<file path="config.mk">
export PLATFORM = sky130hd
export DESIGN_NAME = timer_expiry_queue
export DESIGN_NICKNAME = d
export VERILOG_FILES = /design/src/rtl/tmq_pkg.sv /design/src/rtl/tmq_front.sv /design/src/rtl/tmq_back.sv /design/src/rtl/timer_expiry_queue.sv
export SDC_FILE = /design/constraint.sdc
export NUM_CORES = 2
export LEC_CHECK = 0
export BUFFER_PORTS_ARGS = -buffer_cell sky130_fd_sc_hd__buf_2
export CAP_MARGIN = 20
export CORE_ASPECT_RATIO = 1.4
export CORE_UTILIZATION = 30
export CTS_CLUSTER_DIAMETER = 50
export CTS_CLUSTER_SIZE = 14
export DETAILED_ROUTE_END_ITERATION = 8
export PLACE_DENSITY = 0.45
export SLEW_MARGIN = 20
export SYNTH_ARGS = -nofsm -noshare
export SYNTH_HDL_FRONTEND = slang
export SYNTH_SLANG_ARGS = --single-unit
</file>
<file path="constraint.sdc">
create_clock -name clk -period 20.9 [get_ports clk]
set_input_delay 5.225 -clock clk [delete_from_list [all_inputs] [get_ports clk]]
set_output_delay 5.225 -clock clk [all_outputs]
set_load 0.01 [all_outputs]
</file>
<file path="src/rtl/tmq_pkg.sv">
// ----------------------------------------------------------------------------
// tmq_pkg
// Types and constants shared by the timer expiry queue modules.
// ----------------------------------------------------------------------------
`default_nettype none

package tmq_pkg;

  // opcodes of a request
  typedef enum logic [1:0] {
    OP_ADD    = 2'd0,
    OP_CANCEL = 2'd1,
    OP_POLL   = 2'd2,
    OP_QUERY  = 2'd3
  } tmq_op_t;

  // status codes of a result
  localparam logic [1:0] ST_OK   = 2'd0;
  localparam logic [1:0] ST_BUSY = 2'd1;
  localparam logic [1:0] ST_IDLE = 2'd2;

  // largest 48-bit time, also the infinite wait
  localparam logic [47:0] TIME_MAX = 48'hFFFF_FFFF_FFFF;

  // count of the last timer a single poll may fire (sixteen per poll)
  localparam logic [3:0] LAST_FIRE = 4'd15;

  typedef struct packed {
    logic [1:0]  opcode;
    logic [3:0]  slot;
    logic [31:0] interval_ms;
    logic        repeat_req;
    logic [15:0] task_tag;
    logic [47:0] now_ms;
  } tmq_in_t;

  typedef struct packed {
    logic [1:0]  status;
    logic        fired;
    logic [15:0] task_out;
    logic        last;
    logic        head_changed;
    logic        queue_empty;
    logic [47:0] next_wait_ms;
  } tmq_out_t;

  // classified request handed from front to back
  typedef struct packed {
    tmq_op_t     op;
    logic [3:0]  slot;
    logic        in_range;
    logic [31:0] interval_ms;
    logic        repeat_req;
    logic [15:0] task_tag;
    logic [47:0] now_ms;
  } tmq_cmd_t;

  // one timer slot as stored
  typedef struct packed {
    logic [47:0] expire;
    logic [31:0] period;
    logic        rep;
    logic [15:0] tag;
  } tmq_entry_t;

  typedef enum logic [1:0] {
    B_IDLE,
    B_SCAN,
    B_EMIT
  } tmq_bstate_t;

  // now plus interval, saturated at the largest time
  function automatic logic [47:0] sat_add(input logic [47:0] now, input logic [31:0] ivl);
    logic [48:0] s;
    s = {1'b0, now} + {17'd0, ivl};
    return s[48] ? TIME_MAX : s[47:0];
  endfunction

endpackage

`default_nettype wire

</file>
<file path="src/rtl/tmq_front.sv">
// ----------------------------------------------------------------------------
// tmq_front
// Accepts requests, classifies them and queues them for the back end.
// ----------------------------------------------------------------------------
`default_nettype none

module tmq_front #(
  parameter int NUM_TIMERS = 16
) (
  input  wire                 clk,
  input  wire                 rst_n,
  input  wire                 in_valid,
  output logic                in_stall,
  input  wire tmq_pkg::tmq_in_t in_data,
  output logic                cmd_valid,
  input  wire                 cmd_pop,
  output tmq_pkg::tmq_cmd_t   cmd_data
);

  tmq_pkg::tmq_cmd_t q_r [2];
  logic              wp_r, wp_nxt, rp_r, rp_nxt;
  logic [1:0]        cnt_r, cnt_nxt;
  tmq_pkg::tmq_cmd_t cls;
  logic              push, pop;

  // classify the incoming request
  always_comb begin
    cls.op          = tmq_pkg::tmq_op_t'(in_data.opcode);
    cls.slot        = in_data.slot;
    cls.in_range    = {28'd0, in_data.slot} < 32'(NUM_TIMERS);
    cls.interval_ms = in_data.interval_ms;
    cls.repeat_req  = in_data.repeat_req;
    cls.task_tag    = in_data.task_tag;
    cls.now_ms      = in_data.now_ms;
  end

  // two-entry request queue
  assign in_stall  = cnt_r == 2'd2;
  assign push      = in_valid && !in_stall;
  assign cmd_valid = cnt_r != 2'd0;
  assign pop       = cmd_pop && cmd_valid;
  assign cmd_data  = q_r[rp_r];

  always_comb begin
    wp_nxt  = push ? ~wp_r : wp_r;
    rp_nxt  = pop ? ~rp_r : rp_r;
    cnt_nxt = cnt_r + {1'b0, push} - {1'b0, pop};
  end

  always_ff @(posedge clk) begin
    if (!rst_n) begin
      wp_r  <= 1'b0;
      rp_r  <= 1'b0;
      cnt_r <= 2'd0;
    end else begin
      wp_r  <= wp_nxt;
      rp_r  <= rp_nxt;
      cnt_r <= cnt_nxt;
    end
  end

  always_ff @(posedge clk) begin
    if (push) begin
      q_r[wp_r] <= cls;
    end
  end

endmodule

`default_nettype wire

</file>
<file path="src/rtl/tmq_back.sv">
// ----------------------------------------------------------------------------
// tmq_back
// Executes requests against the slot store with a one-slot-per-cycle scan.
// ----------------------------------------------------------------------------
`default_nettype none

module tmq_back #(
  parameter int NUM_TIMERS = 16
) (
  input  wire                 clk,
  input  wire                 rst_n,
  input  wire                 cmd_valid,
  output logic                cmd_pop,
  input  wire tmq_pkg::tmq_cmd_t cmd_data,
  output logic                out_valid,
  input  wire                 out_stall,
  output tmq_pkg::tmq_out_t   out_data
);

  localparam int SW = (NUM_TIMERS > 1) ? $clog2(NUM_TIMERS) : 1;
  localparam int CW = $clog2(NUM_TIMERS + 1);

  // slot store
  tmq_pkg::tmq_entry_t mem [NUM_TIMERS];
  tmq_pkg::tmq_entry_t rd_r, wd;
  logic                we;
  logic [SW-1:0]       wa;

  tmq_pkg::tmq_bstate_t st_r, st_nxt;
  tmq_pkg::tmq_cmd_t    cmd_r, cmd_nxt;
  logic [NUM_TIMERS-1:0] active_r, active_nxt, done_r, done_nxt;
  logic [47:0]          enew_r, enew_nxt, beste_r, beste_nxt;
  logic                 head_r, head_nxt, found_r, found_nxt, more_r, more_nxt;
  logic [SW-1:0]        best_r, best_nxt, pidx_r, pidx_nxt;
  logic [31:0]          bestp_r, bestp_nxt;
  logic                 bestrep_r, bestrep_nxt;
  logic [15:0]          besttag_r, besttag_nxt;
  logic [3:0]           nfire_r, nfire_nxt;
  logic [CW-1:0]        cnt_r, cnt_nxt;
  logic                 iss_r, iss_nxt, pv_r, pv_nxt;
  tmq_pkg::tmq_out_t    res_r, res_nxt, out_r, out_nxt;
  logic                 out_valid_r, out_valid_nxt;

  logic [SW+3:0]        cext, sext;
  logic [SW-1:0]        cidx, sidx;
  logic [47:0]          e_sum, e_re;
  logic                 cand, out_free;

  assign cext = {{SW{1'b0}}, cmd_data.slot};
  assign cidx = cext[SW-1:0];
  assign sext = {{SW{1'b0}}, cmd_r.slot};
  assign sidx = sext[SW-1:0];
  assign e_sum = tmq_pkg::sat_add(cmd_data.now_ms, cmd_data.interval_ms);
  assign e_re  = tmq_pkg::sat_add(cmd_r.now_ms, bestp_r);

  assign out_free  = !out_valid_r || !out_stall;
  assign out_valid = out_valid_r;
  assign out_data  = out_r;
  assign cmd_pop   = (st_r == tmq_pkg::B_IDLE) && cmd_valid;

  // candidate test for the slot whose entry was read last cycle
  always_comb begin
    case (cmd_r.op)
      tmq_pkg::OP_POLL:  cand = active_r[pidx_r] && !done_r[pidx_r] &&
                                (rd_r.expire <= cmd_r.now_ms);
      tmq_pkg::OP_QUERY: cand = active_r[pidx_r];
      default:           cand = 1'b0;
    endcase
  end

  // sequencer: dispatch, scan, result hand-off
  always_comb begin
    st_nxt        = st_r;
    cmd_nxt       = cmd_r;
    active_nxt    = active_r;
    done_nxt      = done_r;
    enew_nxt      = enew_r;
    beste_nxt     = beste_r;
    head_nxt      = head_r;
    found_nxt     = found_r;
    more_nxt      = more_r;
    best_nxt      = best_r;
    pidx_nxt      = pidx_r;
    bestp_nxt     = bestp_r;
    bestrep_nxt   = bestrep_r;
    besttag_nxt   = besttag_r;
    nfire_nxt     = nfire_r;
    cnt_nxt       = cnt_r;
    iss_nxt       = iss_r;
    pv_nxt        = 1'b0;
    res_nxt       = res_r;
    out_nxt       = out_r;
    out_valid_nxt = out_valid_r && out_stall;
    we            = 1'b0;
    wa            = cidx;
    wd            = '{expire: e_sum, period: cmd_data.interval_ms,
                      rep: cmd_data.repeat_req, tag: cmd_data.task_tag};

    case (st_r)
      tmq_pkg::B_IDLE: begin
        if (cmd_valid) begin
          cmd_nxt   = cmd_data;
          res_nxt   = '0;
          res_nxt.status = tmq_pkg::ST_OK;
          res_nxt.last   = 1'b1;
          cnt_nxt   = '0;
          iss_nxt   = 1'b1;
          found_nxt = 1'b0;
          more_nxt  = 1'b0;
          st_nxt    = tmq_pkg::B_SCAN;
          case (cmd_data.op)
            tmq_pkg::OP_ADD: begin
              if (!cmd_data.in_range) begin
                res_nxt.status = tmq_pkg::ST_IDLE;
                st_nxt = tmq_pkg::B_EMIT;
              end else if (active_r[cidx]) begin
                res_nxt.status = tmq_pkg::ST_BUSY;
                st_nxt = tmq_pkg::B_EMIT;
              end else begin
                we               = 1'b1;
                active_nxt[cidx] = 1'b1;
                enew_nxt         = e_sum;
                head_nxt         = 1'b1;
              end
            end
            tmq_pkg::OP_CANCEL: begin
              if (!cmd_data.in_range || !active_r[cidx]) begin
                res_nxt.status = tmq_pkg::ST_IDLE;
              end else begin
                active_nxt[cidx] = 1'b0;
              end
              st_nxt = tmq_pkg::B_EMIT;
            end
            tmq_pkg::OP_POLL: begin
              done_nxt  = '0;
              nfire_nxt = '0;
            end
            default: begin
            end
          endcase
        end
      end

      tmq_pkg::B_SCAN: begin
        // issue the next slot read
        if (iss_r) begin
          pidx_nxt = cnt_r[SW-1:0];
          pv_nxt   = 1'b1;
          cnt_nxt  = cnt_r + CW'(1);
          iss_nxt  = cnt_r != CW'(NUM_TIMERS - 1);
        end
        // compare the entry read last cycle
        if (pv_r) begin
          if (cmd_r.op == tmq_pkg::OP_ADD) begin
            if (active_r[pidx_r] && (pidx_r != sidx) &&
                ((rd_r.expire < enew_r) ||
                 ((rd_r.expire == enew_r) && (pidx_r < sidx)))) begin
              head_nxt = 1'b0;
            end
          end else if (cand) begin
            if (found_r) begin
              more_nxt = 1'b1;
            end
            if (!found_r || (rd_r.expire < beste_r)) begin
              found_nxt   = 1'b1;
              best_nxt    = pidx_r;
              beste_nxt   = rd_r.expire;
              bestp_nxt   = rd_r.period;
              bestrep_nxt = rd_r.rep;
              besttag_nxt = rd_r.tag;
            end
          end
        end
        // scan done: form the result
        if (!iss_r && !pv_r) begin
          st_nxt = tmq_pkg::B_EMIT;
          case (cmd_r.op)
            tmq_pkg::OP_ADD: begin
              res_nxt.head_changed = head_r;
            end
            tmq_pkg::OP_QUERY: begin
              if (!found_r) begin
                res_nxt.queue_empty  = 1'b1;
                res_nxt.next_wait_ms = tmq_pkg::TIME_MAX;
              end else if (beste_r >= cmd_r.now_ms) begin
                res_nxt.next_wait_ms = beste_r - cmd_r.now_ms;
              end
            end
            tmq_pkg::OP_POLL: begin
              if (found_r) begin
                res_nxt.fired    = 1'b1;
                res_nxt.task_out = besttag_r;
                res_nxt.last     = !more_r || (nfire_r == tmq_pkg::LAST_FIRE);
                done_nxt[best_r] = 1'b1;
                nfire_nxt        = nfire_r + 4'd1;
                if (bestrep_r) begin
                  we = 1'b1;
                  wa = best_r;
                  wd = '{expire: e_re, period: bestp_r, rep: 1'b1, tag: besttag_r};
                end else begin
                  active_nxt[best_r] = 1'b0;
                end
              end else begin
                res_nxt.last = 1'b1;
              end
            end
            default: begin
            end
          endcase
        end
      end

      tmq_pkg::B_EMIT: begin
        if (out_free) begin
          out_nxt       = res_r;
          out_valid_nxt = 1'b1;
          if ((cmd_r.op == tmq_pkg::OP_POLL) && !res_r.last) begin
            res_nxt   = '0;
            cnt_nxt   = '0;
            iss_nxt   = 1'b1;
            found_nxt = 1'b0;
            more_nxt  = 1'b0;
            st_nxt    = tmq_pkg::B_SCAN;
          end else begin
            st_nxt = tmq_pkg::B_IDLE;
          end
        end
      end

      default: st_nxt = tmq_pkg::B_IDLE;
    endcase
  end

  // control registers
  always_ff @(posedge clk) begin
    if (!rst_n) begin
      st_r        <= tmq_pkg::B_IDLE;
      active_r    <= '0;
      out_valid_r <= 1'b0;
      iss_r       <= 1'b0;
      pv_r        <= 1'b0;
    end else begin
      st_r        <= st_nxt;
      active_r    <= active_nxt;
      out_valid_r <= out_valid_nxt;
      iss_r       <= iss_nxt;
      pv_r        <= pv_nxt;
    end
  end

  // working registers
  always_ff @(posedge clk) begin
    cmd_r     <= cmd_nxt;
    done_r    <= done_nxt;
    enew_r    <= enew_nxt;
    beste_r   <= beste_nxt;
    head_r    <= head_nxt;
    found_r   <= found_nxt;
    more_r    <= more_nxt;
    best_r    <= best_nxt;
    pidx_r    <= pidx_nxt;
    bestp_r   <= bestp_nxt;
    bestrep_r <= bestrep_nxt;
    besttag_r <= besttag_nxt;
    nfire_r   <= nfire_nxt;
    cnt_r     <= cnt_nxt;
    res_r     <= res_nxt;
    out_r     <= out_nxt;
  end

  // slot store: one write, one registered read
  always_ff @(posedge clk) begin
    if (we) begin
      mem[wa] <= wd;
    end
    rd_r <= mem[cnt_r[SW-1:0]];
  end

endmodule

`default_nettype wire

</file>
<file path="src/rtl/timer_expiry_queue.sv">
// ----------------------------------------------------------------------------
// timer_expiry_queue
// Sorted timer queue: add, cancel, poll expired and query next wait.
// ----------------------------------------------------------------------------
// Requests enter a two-deep queue and are executed by a back end that walks
// the slot store one slot per cycle through its single read port. A cancel or
// a rejected add goes straight to its result with no scan; an accepted add, a
// query or a poll with nothing due takes one full pass over the slots; a poll
// takes one pass for every timer that it fires, since every fired timer is
// found by its own pass over the slots. A stalled result holds back the next
// result. Up to sixteen timers fire per poll, earliest first, lower slot first
// on ties.
`default_nettype none

module timer_expiry_queue #(
  parameter int NUM_TIMERS = 16
) (
  input  wire                 clk,
  input  wire                 rst_n,
  input  wire                 in_valid,
  output logic                in_stall,
  input  wire tmq_pkg::tmq_in_t in_data,
  output logic                out_valid,
  input  wire                 out_stall,
  output tmq_pkg::tmq_out_t   out_data
);

  logic              cmd_valid, cmd_pop;
  tmq_pkg::tmq_cmd_t cmd_data;

  tmq_front #(.NUM_TIMERS(NUM_TIMERS)) u_front (
    .clk      (clk),
    .rst_n    (rst_n),
    .in_valid (in_valid),
    .in_stall (in_stall),
    .in_data  (in_data),
    .cmd_valid(cmd_valid),
    .cmd_pop  (cmd_pop),
    .cmd_data (cmd_data)
  );

  tmq_back #(.NUM_TIMERS(NUM_TIMERS)) u_back (
    .clk      (clk),
    .rst_n    (rst_n),
    .cmd_valid(cmd_valid),
    .cmd_pop  (cmd_pop),
    .cmd_data (cmd_data),
    .out_valid(out_valid),
    .out_stall(out_stall),
    .out_data (out_data)
  );

endmodule

`default_nettype wire

</file>
==> flow_metrics.py <==
metrics = {
    "grt": {
        "grt_max_degree": 136,
        "track_usage_pct": 17.2,
        "grt_pass1_vias": 50300,
        "antenna_found_initial": 27,
        "grt_pass1_wl_microns": 385000,
        "gr-total-overflow": 0,
    },
    "timing": {
        "hold_viol_final": 0,
        "period_share_pct": 35.3,
        "finClkSkew_ps": 81.5,
        "setup_viol": 0,
        "rsz0062_at_grt": "no",
        "maxSlewViolCount": 0,
        "fin_setup_tns_ps": 0,
        "worst_slack_ps": 13520,
        "finalCriticalPeriod_ps": 7380,
        "max_slew.worst_pin.slew_ps": 1160,
        "fmax_mhz": 135,
        "max-slew-margin-rel_pct": 22.9,
    },
    "cts": {
        "clock-sinks": 2256,
        "cts_hold_buffers": 0,
        "clk_path_buf_depth": 4,
        "cts_max_level": 4,
        "postCtsSetupBuffers": 0,
        "insertion_delay_ps": 900,
        "root_buffer": "clkbuf_16",
        "postCtsResizedCells": 0,
        "numCtsBuffers": 211,
        "cts_tree": "built",
        "clk_pin_slew_ps": 60,
    },
    "finish": {
        "fillCellCount": 29000,
        "layout-drive-gt1-share_pct": 23.1,
        "area_growth_pct": 14.0,
        "layout.nets": 5742,
    },
    "critical_path": {
        "crit_required_ps": 21390,
        "r2r_end": "u_back.mem[9][65]",
        "reg2reg_setup_slack_ps": 13990,
        "crit_type": "input port to register",
        "start_kind": "input port",
        "crit_end": "u_back.res_r[7]",
        "r2r.worst_path.cells": 17,
        "critPathMaxFanout": 48,
        "cp-end-kind": "register",
        "arrival_ps": 7870,
        "critPathLaunch": "out_stall",
    },
    "placed_design": {
        "numPortBuffers": 178,
        "post-dp-hpwl_microns": 168000,
        "place.gp.congestion": 0.816,
        "place_ws_ps": 12720,
    },
    "hold_path": {
        "worstHoldPathType": "register to register",
        "holdPathStages": 0,
    },
    "routing": {
        "first_pass_iters": 6,
        "routedWlPerCell_microns": 28.1,
        "vias": 47700,
        "met2_length_microns": 138000,
        "drt_iter0_markers": 3185,
        "drc": 0,
        "dr_wl_met3_microns": 10600,
        "antenna_left": 0,
        "wl_met1_microns": 116000,
        "via_per_inst": 4.94,
        "drt_wl_total_microns": 272000,
        "highest_layer": "met5",
    },
    "synth": {
        "yosys_warnings": 0,
        "synth_cell_types": 85,
        "ys_async_sr_fraction_pct": 0,
        "synth_ff_type": "edfxtp_1",
        "ys_ff_latch": 2256,
        "synth_edf_count": 2133,
        "yosysSeqAreaShare_pct": 71.6,
        "syn_inst": 5029,
        "syn-cell-area_sq_um": 92900,
        "avgSynthCellArea_sq_um": 18.5,
        "synth_nets": 5407,
    },
    "die": {
        "die_area_sq_um": 312000,
        "ioPinCount": 179,
        "die_w_microns": 472,
        "rows": 241,
        "die_y_microns": 661,
        "start_util_pct": 30.2,
        "core_area_sq_um": 308000,
    },
    "power_and_ir_drop": {
        "p_leak_nw": 35.2,
        "vdd_drop_max_mv": 0.0934,
        "power_density_nw_per_um2": 142,
    },
    "run": {
        "cap_violations": 0,
    },
    "status": {
        "status": "finished, final reports clean",
    },
}
==> cell type report <==
type | instances | area (sq um) | area share, %
Inverter | 195 | 733 | 0.692
Multi-Input combinational cell | 2372 | 25100 | 23.7
Clock inverter | 57 | 602 | 0.568
Clock buffer | 306 | 5790 | 5.46
Sequential cell | 2256 | 66500 | 62.8
Tap cell | 4131 | 5170 | 4.88
Timing Repair Buffer | 328 | 2060 | 1.95
Antenna cell | 5 | 12.5 | 0.0118
==> registers in the layout, summed over array words and instances (netlist names), 2 cells and up, named ones only <==
| name | cells |
|---|---|
| u_back.best_r | 4 |
| u_back.beste_r | 48 |
| u_back.bestp_r | 32 |
| u_back.besttag_r | 16 |
| u_back.cmd_r | 50 |
| u_back.cnt_r | 5 |
| u_back.done_r | 16 |
| u_back.enew_r | 48 |
| u_back.mem | 1552 |
| u_back.nfire_r | 4 |
| u_back.out_data | 70 |
| u_back.pidx_r | 4 |
| u_back.rd_r | 97 |
| u_back.res_r | 70 |
| u_back.sidx | 4 |
| u_back.st_r | 2 |
| u_front.cnt_r | 2 |
| u_front.q_r | 206 |
==> synthesized netlist by cell type, types with 15 or more instances <==
cell      instances  area, sq um
mux2_2          108         1220
buf_1            32          120
edfxtp_1       2133        64100
nor2b_1          23          144
a21o_1          122          916
ha_1            268         3350
nand4_1          60          375
xnor2_1          76          666
clkbuf_1        154          578
dfxtp_1         123         2460
nand2_1         179          672
nand2b_1         22          138
buf_2            15         75.1
and2_1           15         93.8
mux2i_1          33          330
o21ai_0         115          576
a211oi_1         15          113
a22oi_1          39          293
a31oi_1          24          150
a21oi_1         211         1060
nor2_1          181          679
nand3_1          34          170
mux4_2          496        11200
a32oi_1          15          131
and3_1           38          238
inv_1           193          724
o21bai_1         18          135
xor2_1           58          508
o211ai_1         31          233
nor3_1           44          220
o21a_1           19          143
==> worst min path at each step <==
stage | to | startpoint
floorplan | u_back.bestp_r[0] | u_back.rd_r[17]
global placement | u_back.bestp_r[4] | u_back.rd_r[21]
detailed placement | u_back.bestp_r[28] | u_back.rd_r[45]
CTS | u_back.bestp_r[15] | u_back.rd_r[32]
global route | u_back.besttag_r[12] | u_back.rd_r[12]
finish | u_back.bestp_r[15] | u_back.rd_r[32]
==> metrics by stage <==
step,hold slack [ps],area (sq um),cells,total power [W],util (%)
2_1_floorplan,386,92900,5029,0.00957,-
3_3_place_gp,388,99300,9246,0.0114,32.3
6_report,390,106000,9650,0.0150,34.4
3_5_place_dp,389,99400,9255,0.0114,32.3
4_1_cts,386,106000,9618,0.0152,34.4
5_1_grt,389,106000,9648,0.0157,34.4
==> critical path: stages <==
cell	delay, ps
buf_2	130
a32o_1	290
nor3_1	600
o21ai_0	450
nor3_1	470
o2bb2ai_4	150
buf_4	520
==> logic make-up after synthesis <==
| logic type | after synthesis | share of synthesized area (%) |
|---|---|---|
| multiplexers | 639 | 13.7 |
| AO/OA/AOI/OAI | 689 | 4.84 |
| flip-flops | 2256 | 71.6 |
| AND/OR/NAND/NOR | 639 | 3.27 |
| XOR/XNOR | 134 | 1.26 |
| buffers and inverters | 401 | 1.66 |
| adder cells (fa/ha/maj) | 271 | 3.67 |
==> cell usage in the layout (no fill, tap or decap), types with 24 or more instances in the layout <==
cell       Yosys  final
a31oi_1       24     24
xnor2_1       76     76
o211ai_1      31     31
dfxtp_1      123    122
inv_1        193    192
a22oi_1       39     39
clkbuf_16      0    214
nand3_1       34     34
o21ai_0      115    115
buf_2         15    189
mux2i_1       33     33
nand4_1       60     60
nor2_1       181    163
a21oi_1      211    211
ha_1         268    267
nor3_1        44     43
buf_4          5    119
clkbuf_1     154     83
and3_1        38     37
edfxtp_1    2133   2133
mux4_2       496    496
nand2_1      179    178
a21o_1       122    122
mux2_2       108    108
xor2_1        58     58
==> power by group <==
| group | internal, W | switching (W) | leakage, nW | total (W) |
|---|---|---|---|---|
| registers | 0.00610 | 0.000341 | 20.4 | 0.00644 |
| logic | 0.00191 | 0.00297 | 11.7 | 0.00487 |
| clock network | 0.00201 | 0.00172 | 3.08 | 0.00373 |
| total | 0.0100 | 0.00503 | 35.2 | 0.0150 |
==> layer usage <==
metal | vias to the layer above | track usage (%)
li1 | 20900 | -
met1 | 25300 | 22.3
met5 | - | 0
met3 | 367 | 2.23
met2 | 1057 | 30.1
met4 | 14 | 4.84
Note: power is estimated with default switching activity, not from simulation.
